[src/hw/rtl/lcf_pkg.sv]
// Shared types, constants and helpers of the load cell filter.
// No dependencies.
`default_nettype none
package lcf_pkg;
	localparam int SAMPLE_BITS = 24;
	localparam logic [16:0] ALPHA_W = 17'd19661;
	localparam logic [16:0] ALPHA_F = 17'd9830;
	localparam logic signed [31:0] DEADBAND = 32'sd3276;
	localparam logic [19:0] US_PER_S = 20'd1000000;

	localparam logic [2:0] REG_ZERO_A = 3'd0;
	localparam logic [2:0] REG_ZERO_B = 3'd1;
	localparam logic [2:0] REG_GAIN_A = 3'd2;
	localparam logic [2:0] REG_GAIN_B = 3'd3;
	localparam logic [2:0] REG_INTERVAL = 3'd4;

	typedef enum logic [3:0] {
		ST_IDLE, ST_MED, ST_GAIN_HI, ST_GAIN_LO, ST_WEIGHT, ST_EMA_X, ST_EMA_E,
		ST_EMA_DONE, ST_FLOW_MUL, ST_DIV, ST_FLOW_FIN, ST_OUT
	} state_t;

	typedef struct packed {
		logic load;     // capture request, accumulate time
		logic med;      // write history, take medians
		logic gain_hi;  // high gain partial products
		logic gain_lo;  // low gain partial products, finish weights
		logic sum;      // form weight sum
		logic ema_x;    // alpha * x for lane
		logic ema_e;    // (1-alpha) * e for lane
		logic ema_done; // round and store lane
		logic [1:0] lane; // 0 a,1 b,2 sum,3 flow
		logic flow_mul; // magnitude * 1e6, start divide
		logic div_step; // one quotient bit
		logic flow_fin; // deadband, update flow state
		logic out_load; // load output register
	} cmd_t;

	typedef struct packed {
		logic ok;
		logic flow_due;
		logic div_done;
	} sts_t;

	function automatic logic signed [31:0] sat32(input logic signed [63:0] v);
		if (v > 64'sd2147483647) return 32'sh7FFFFFFF;
		if (v < -64'sd2147483648) return 32'sh80000000;
		return v[31:0];
	endfunction

	function automatic logic signed [SAMPLE_BITS-1:0] med3(
		input logic signed [SAMPLE_BITS-1:0] a, b, c);
		logic signed [SAMPLE_BITS-1:0] lo, hi, m;
		lo = (a < b) ? a : b;
		hi = (a < b) ? b : a;
		m = (hi < c) ? hi : c;
		return (lo > m) ? lo : m;
	endfunction
endpackage
`default_nettype wire

[src/hw/rtl/lcf_ctrl.sv]
// Sequencer of the load cell filter: steps the datapath through one request.
// Depends on lcf_pkg.
`default_nettype none
module lcf_ctrl (
	input  wire logic clk,
	input  wire logic arst_n,
	input  wire logic in_go,
	input  wire logic out_busy,
	input  wire lcf_pkg::sts_t sts,
	output lcf_pkg::cmd_t cmd,
	output logic idle
);
	import lcf_pkg::*;
	state_t state_q, state_d;
	logic [1:0] lane_q, lane_d;

	always_ff @(posedge clk or negedge arst_n) begin
		if (!arst_n) begin
			state_q <= ST_IDLE;
			lane_q <= 2'd0;
		end else begin
			state_q <= state_d;
			lane_q <= lane_d;
		end
	end

	always_comb begin
		state_d = state_q;
		lane_d = lane_q;
		cmd = '0;
		cmd.lane = lane_q;
		idle = 1'b0;
		case (state_q)
			ST_IDLE: begin
				idle = 1'b1;
				if (in_go) begin
					cmd.load = 1'b1;
					state_d = ST_MED;
				end
			end
			ST_MED: begin
				if (sts.ok) begin
					cmd.med = 1'b1;
					state_d = ST_GAIN_HI;
				end else begin
					state_d = ST_OUT;
				end
			end
			ST_GAIN_HI: begin
				cmd.gain_hi = 1'b1;
				state_d = ST_GAIN_LO;
			end
			ST_GAIN_LO: begin
				cmd.gain_lo = 1'b1;
				state_d = ST_WEIGHT;
			end
			ST_WEIGHT: begin
				cmd.sum = 1'b1;
				lane_d = 2'd0;
				state_d = ST_EMA_X;
			end
			ST_EMA_X: begin
				cmd.ema_x = 1'b1;
				state_d = ST_EMA_E;
			end
			ST_EMA_E: begin
				cmd.ema_e = 1'b1;
				state_d = ST_EMA_DONE;
			end
			ST_EMA_DONE: begin
				cmd.ema_done = 1'b1;
				if (lane_q == 2'd3) begin
					state_d = ST_FLOW_FIN;
				end else if (lane_q == 2'd2) begin
					state_d = sts.flow_due ? ST_FLOW_MUL : ST_OUT;
				end else begin
					lane_d = lane_q + 2'd1;
					state_d = ST_EMA_X;
				end
			end
			ST_FLOW_MUL: begin
				cmd.flow_mul = 1'b1;
				state_d = ST_DIV;
			end
			ST_DIV: begin
				cmd.div_step = 1'b1;
				if (sts.div_done) begin
					lane_d = 2'd3;
					state_d = ST_EMA_X;
				end
			end
			ST_FLOW_FIN: begin
				cmd.flow_fin = 1'b1;
				state_d = ST_OUT;
			end
			ST_OUT: begin
				if (!out_busy) begin
					cmd.out_load = 1'b1;
					state_d = ST_IDLE;
				end
			end
			default: state_d = ST_IDLE;
		endcase
	end
endmodule
`default_nettype wire

[config.mk]
export PLATFORM = sky130hd
export DESIGN_NAME = lcf_ctrl
export DESIGN_NICKNAME = d
export VERILOG_FILES = /design/src/hw/rtl/lcf_pkg.sv /design/src/hw/rtl/lcf_ctrl.sv
export SDC_FILE = /design/constraint.sdc
export NUM_CORES = 1
export LEC_CHECK = 0
export BUFFER_PORTS_ARGS = -buffer_cell sky130_fd_sc_hd__clkbuf_2
export CAP_MARGIN = 20
export CORE_AREA = 2 2 39 41
export DETAILED_ROUTE_END_ITERATION = 6
export DIE_AREA = 0 0 41 43
export PLACE_DENSITY = 0.67
export SYNTH_ARGS = -nofsm -noshare
export SYNTH_HDL_FRONTEND = slang
export SYNTH_SLANG_ARGS = --single-unit
[constraint.sdc]
create_clock -name clk -period 1.6 [get_ports clk]
set_clock_uncertainty 0.05 [all_clocks]
set_input_delay 0.32 -clock clk [delete_from_list [all_inputs] [get_ports clk]]
set_output_delay 0.32 -clock clk [all_outputs]
set_load 0.05 [all_outputs]
# Yosys cells after proc, flatten, opt, wreduce, memory -nomap -nowiden
# Cells that the tools add are included.
# word_totals
word_cells	53
out_inout_bits	15
register_bits	6
in_bits	7
# op_classes
n_mux	28
eq_ne	18
reduce_logical	4
n_addsub	1
# ops
operator	n
one-hot mux 4 bit (12 select lines)	1
2-to-1 mux 4 bit	6
equality test 4 x 3 -> 1 bit, second input constant	4
equality test 4 bit, second input constant	4
2-to-1 mux 1 bit	16
inequality test 2 bit, second input constant	5
equality test 4 x 2 -> 1 bit, second input constant	2
2-to-1 mux 2 bit	4
one-hot mux 2 bit (3 select lines)	1
equality test 2 bit, second input constant	2
equality test 4 x 1 -> 1 bit, second input constant	1
logical NOT 4 bit	1
AND reduction 4 bit	1
AND reduction 3 bit	1
nonzero test 3 bit	1
adder 2 x 1 -> 2 bit, second input constant	1

# Longest topological paths before layout
# depth
depth_word	4
mapped_depth	6
ltp_nobuf	6

# Worst setup path after synthesis
# Ideal clock, no wire load.
# synth_path
path_type	reg-to-output
startpoint	register state_q[1]
endpoint	output port cmd[13] (netlist name)
arrival_time_ns	2.799
path_stages_with_launch	4
path_buffers	1
required_time_ns	1.230
slack_ns	-1.569
cell_sequence	dfrtp_1 > buf_1 > nor4_1 > and2_1
# synth_rtl
element	line	source
start: declaration	lcf_ctrl.sv:14	state_t state_q, state_d;
start signal: assignment	lcf_ctrl.sv:22	state_q <= state_d;
end: declaration	lcf_ctrl.sv:10	output lcf_pkg::cmd_t cmd,

==> impl_metrics.sql <==
INSERT INTO impl_metrics (metric_group, metric, value, unit) VALUES
('status', 'run_status', 'finished, violations left', ''),
('status', 'violations', 'setup timing', ''),
('final_layout', 'nFillCells', '64', ''),
('floorplanning', 'num_io_pins', '22', ''),
('synth', 'largest_family_of_logic_cells_by_synthesized_area', 'simple AND/OR/NAND/NOR gates', ''),
('sta', 'report.final.slew_viol_count', '0', ''),
('power', 'p_comb_share', '82.9', '%'),
('cts', 'cts_tree', 'yes', ''),
('power', 'clock_power_share', '4.9', '%'),
('drt', 'dr.pass1.iters', '4', ''),
('sta', 'max_freq', '564.3', 'MHz'),
('sta', 'transition_time_at_the_pin_with_the_least_slew_margin', '0.3264', 'ns'),
('hold_path', 'min-delay-path-class', 'primary input to flip-flop', ''),
('synth', 'post_synth_xor_area_fraction', '0', '%'),
('cts', 'htree_num_levels', '1', ''),
('grt', 'grt_pass1_vias', '746', ''),
('critical_path', 'critical_path_required', '1.23', 'ns'),
('final_layout', 'layout_commonest_cell', 'sky130_fd_sc_hd__buf_4', ''),
('power', 'power_density', '2395', 'nW/um^2'),
('critical_path', 'ff2ff_setup_slack', '-0.13', 'ns'),
('sta', 'fin_tns_setup', '-2.007', 'ns'),
('final_layout', 'final_layout_size_suffix_gt1_share', '73.17', '%'),
('drt', 'routed_wirelength', '2614', 'um'),
('power', 'p_switching', '1.498', 'mW'),
('critical_path', 'worstPathArrival', '1.40', 'ns'),
('drt', 'postRouteAntennaNets', '0', ''),
('critical_path', 'reg2reg_from', 'state_q[0]$_DFFE_PN0P_', ''),
('critical_path', 'worstRegToRegCells', '5', ''),
('floorplanning', 'std_cell_rows', '14', ''),
('grt', 'grtUsageTotal', '28.24', '%'),
('drt', 'drt-vias-per-instance', '5.835', ''),
('drt', 'route.detailed.wl_per_inst', '18.81', 'um'),
('cts', 'cts-buffers-inserted', '3', ''),
('synth', 'synth_cells', '70', ''),
('synth', 'post_synth_num_cell_types', '34', ''),
('sta', 'finalSetupViolCount', '18', ''),
('synth', 'ys_seq_elements', '6', ''),
('placed_design', 'numPortBuffers', '21', ''),
('job', 'cap_viol_max_count', '0', ''),
('critical_path', 'worst_setup_path_end_kind', 'output port', ''),
('power', 'swShare', '50.11', '%'),
('grt', 'globalRoute.totalOverflow', '0', ''),
('sta', 'rsz_0062_raised_after_global_routing', 'yes', ''),
('power', 'cellInternalPower', '1.492', 'mW'),
('critical_path', 'start_kind', 'flip-flop', ''),
('synth', 'post_synth_mux_area_share', '0', '%'),
('power', 'worst_vdd_drop', '1.528', 'mV'),
('final_layout', 'antennaDiodeCount', '0', ''),
('drt', 'drc', '0', ''),
('hold_path', 'holdCritStartpoint', 'sts[0]', ''),
('grt', 'pin_count_of_the_biggest_net_entering_global_routing', '10', ''),
('sta', 'period_share', '110.8', '%'),
('critical_path', 'timing.critical_path.max_delay_family', 'flip-flops', ''),
('floorplanning', 'overall_die_area', '1763', 'sq um'),
('synth', 'seq_area_frac_synth', '27.03', '%'),
('cts', 'cts.sinks', '6', ''),
('placed_design', 'dp.final_hpwl', '1310', 'um'),
('floorplanning', 'die_h', '43', 'um'),
('final_layout', 'area.growth.synth_to_final', '124.8', '%'),
('hold_path', 'hold_path_depth', '3', ''),
('sta', 'layout_setup_ws', '-0.1722', 'ns'),
('synth', 'synth_warnings', '0', ''),
('hold_path', 'timing.hold.worst_endpoint', 'lane_q[0]$_DFFE_PN0P_', ''),
('cts', 'clk-insertion-delay-late', '0.24', 'ns'),
('floorplanning', 'design.core.area', '1384', 'sq um'),
('sta', 'timing.slew.headroom', '78.07', '%'),
('critical_path', 'worst-path-max-fanout', '6', ''),
('synth', 'summed_instance_area_of_the_synthesized_netlist', '555.5', 'sq um'),
('grt', 'grt_pass1_wl', '3456', 'um'),
('placed_design', 'global_placer_s_final_weighted_congestion', '0.8470', ''),
('grt', 'initial_antenna_violation_count', '0', '');
==> flip-flops by register name, indices dropped and copies added (netlist names) <==
name / count
lane_q: 2
state_q: 4
==> metal layers <==
layer	vias up	wire, um	global-route usage (%)
met5	-	0	0
met4	0	62	6.667
met3	8	98	4.188
met2	25	1330	44.06
met1	407	1122	39.60
li1	371	-	-
==> logic make-up (layout without fill, tap and decap cells) <==
kind of cell,count (synthesis),count (layout)
AND/OR/NAND/NOR,35,35
AO/OA/AOI/OAI,18,18
buffers and inverters,9,62
flip-flops,6,6
adder cells (fa/ha/maj),2,2
==> cell type report <==
type / count / share of cell area [%]
repair buffers: 53 / 42.08
multi-input cells: 55 / 39.48
flip-flops and latches: 6 / 12.63
clock buffers: 4 / 2.104
inverters: 5 / 2.104
well taps: 16 / 1.603
==> tightest hold or removal path: stages <==
cell	delay, ns
sky130_fd_sc_hd__clkbuf_2	0.10
sky130_fd_sc_hd__a22oi_1	0.07
sky130_fd_sc_hd__o21ai_1	0.13
==> stage by stage <==
step                      instance area, sq um  hold WS (ns)  util, %  setup WS (ns)  std cells
final                                     1249        0.3655    90.24        -0.1722        139
after CTS                                 1120        0.3676    80.92        -0.1615        134
after floorplan                          634.4      -0.02559        -        -0.3920         70
after global routing                      1249        0.3882    90.24        -0.2428        139
after global placement                   893.4       0.09714    64.56        -0.1013        121
after detailed placement                 893.4       0.09830    64.56       -0.09205        121
==> worst max path at each step <==
stage                                start                     end  slack (ns)  cells past startpoint
finish              state_q[3]$_DFFE_PN0P_                  cmd[6]       -0.17                      4
global placement    state_q[0]$_DFFE_PN0P_  state_q[0]$_DFFE_PN0P_       -0.10                      4
CTS                 state_q[1]$_DFFE_PN0P_                 cmd[13]       -0.16                      4
detailed placement  state_q[0]$_DFFE_PN0P_  state_q[0]$_DFFE_PN0P_       -0.09                      4
floorplan           state_q[2]$_DFFE_PN0P_                 cmd[13]       -0.39                      3
global route        state_q[0]$_DFFE_PN0P_                 cmd[11]       -0.24                      6
==> power groups by stage <==
stage	clock network, mW	logic, mW	registers [mW]
after floorplan	0	1.11	0.358
after global placement	0	1.68	0.354
after detailed placement	0	1.68	0.358
after CTS	0.147	1.99	0.366
after global routing	0.161	2.59	0.374
final	0.145	2.48	0.367
==> Yosys cell counts, drive strengths merged <==
cell,count,area (sq um)
nor2,11,41.29
ha,2,25.02
or2,1,6.260
o32a,1,10.01
and2,2,12.51
nand2b,4,25.02
dfrtp,6,150.1
a21oi,2,13.76
nor4,1,6.260
a221oi,3,38.79
inv,5,18.77
nand4,1,6.260
o22ai,1,6.260
and4b,1,10.01
a211oi,2,15.01
nand2,3,11.26
o21ai,3,15.01
or4,1,7.510
buf,4,18.76
a31oi,1,6.260
nor3,7,40.04
nor2b,1,6.260
a21o,1,7.510
a22oi,2,15.01
a222oi,1,10.01
and4bb,1,12.51
and4,1,8.760
o2111a,1,11.26
==> repair_timing <==
action                                 CTS  global route
pin swaps                                5             1
endpoints found under the hold margin    6             0
setup endpoints to repair               16            18
gates resized for setup                 32            23
hold buffers                             1             0
buffers inserted                         8             5
(Power assumes the default switching activity.)
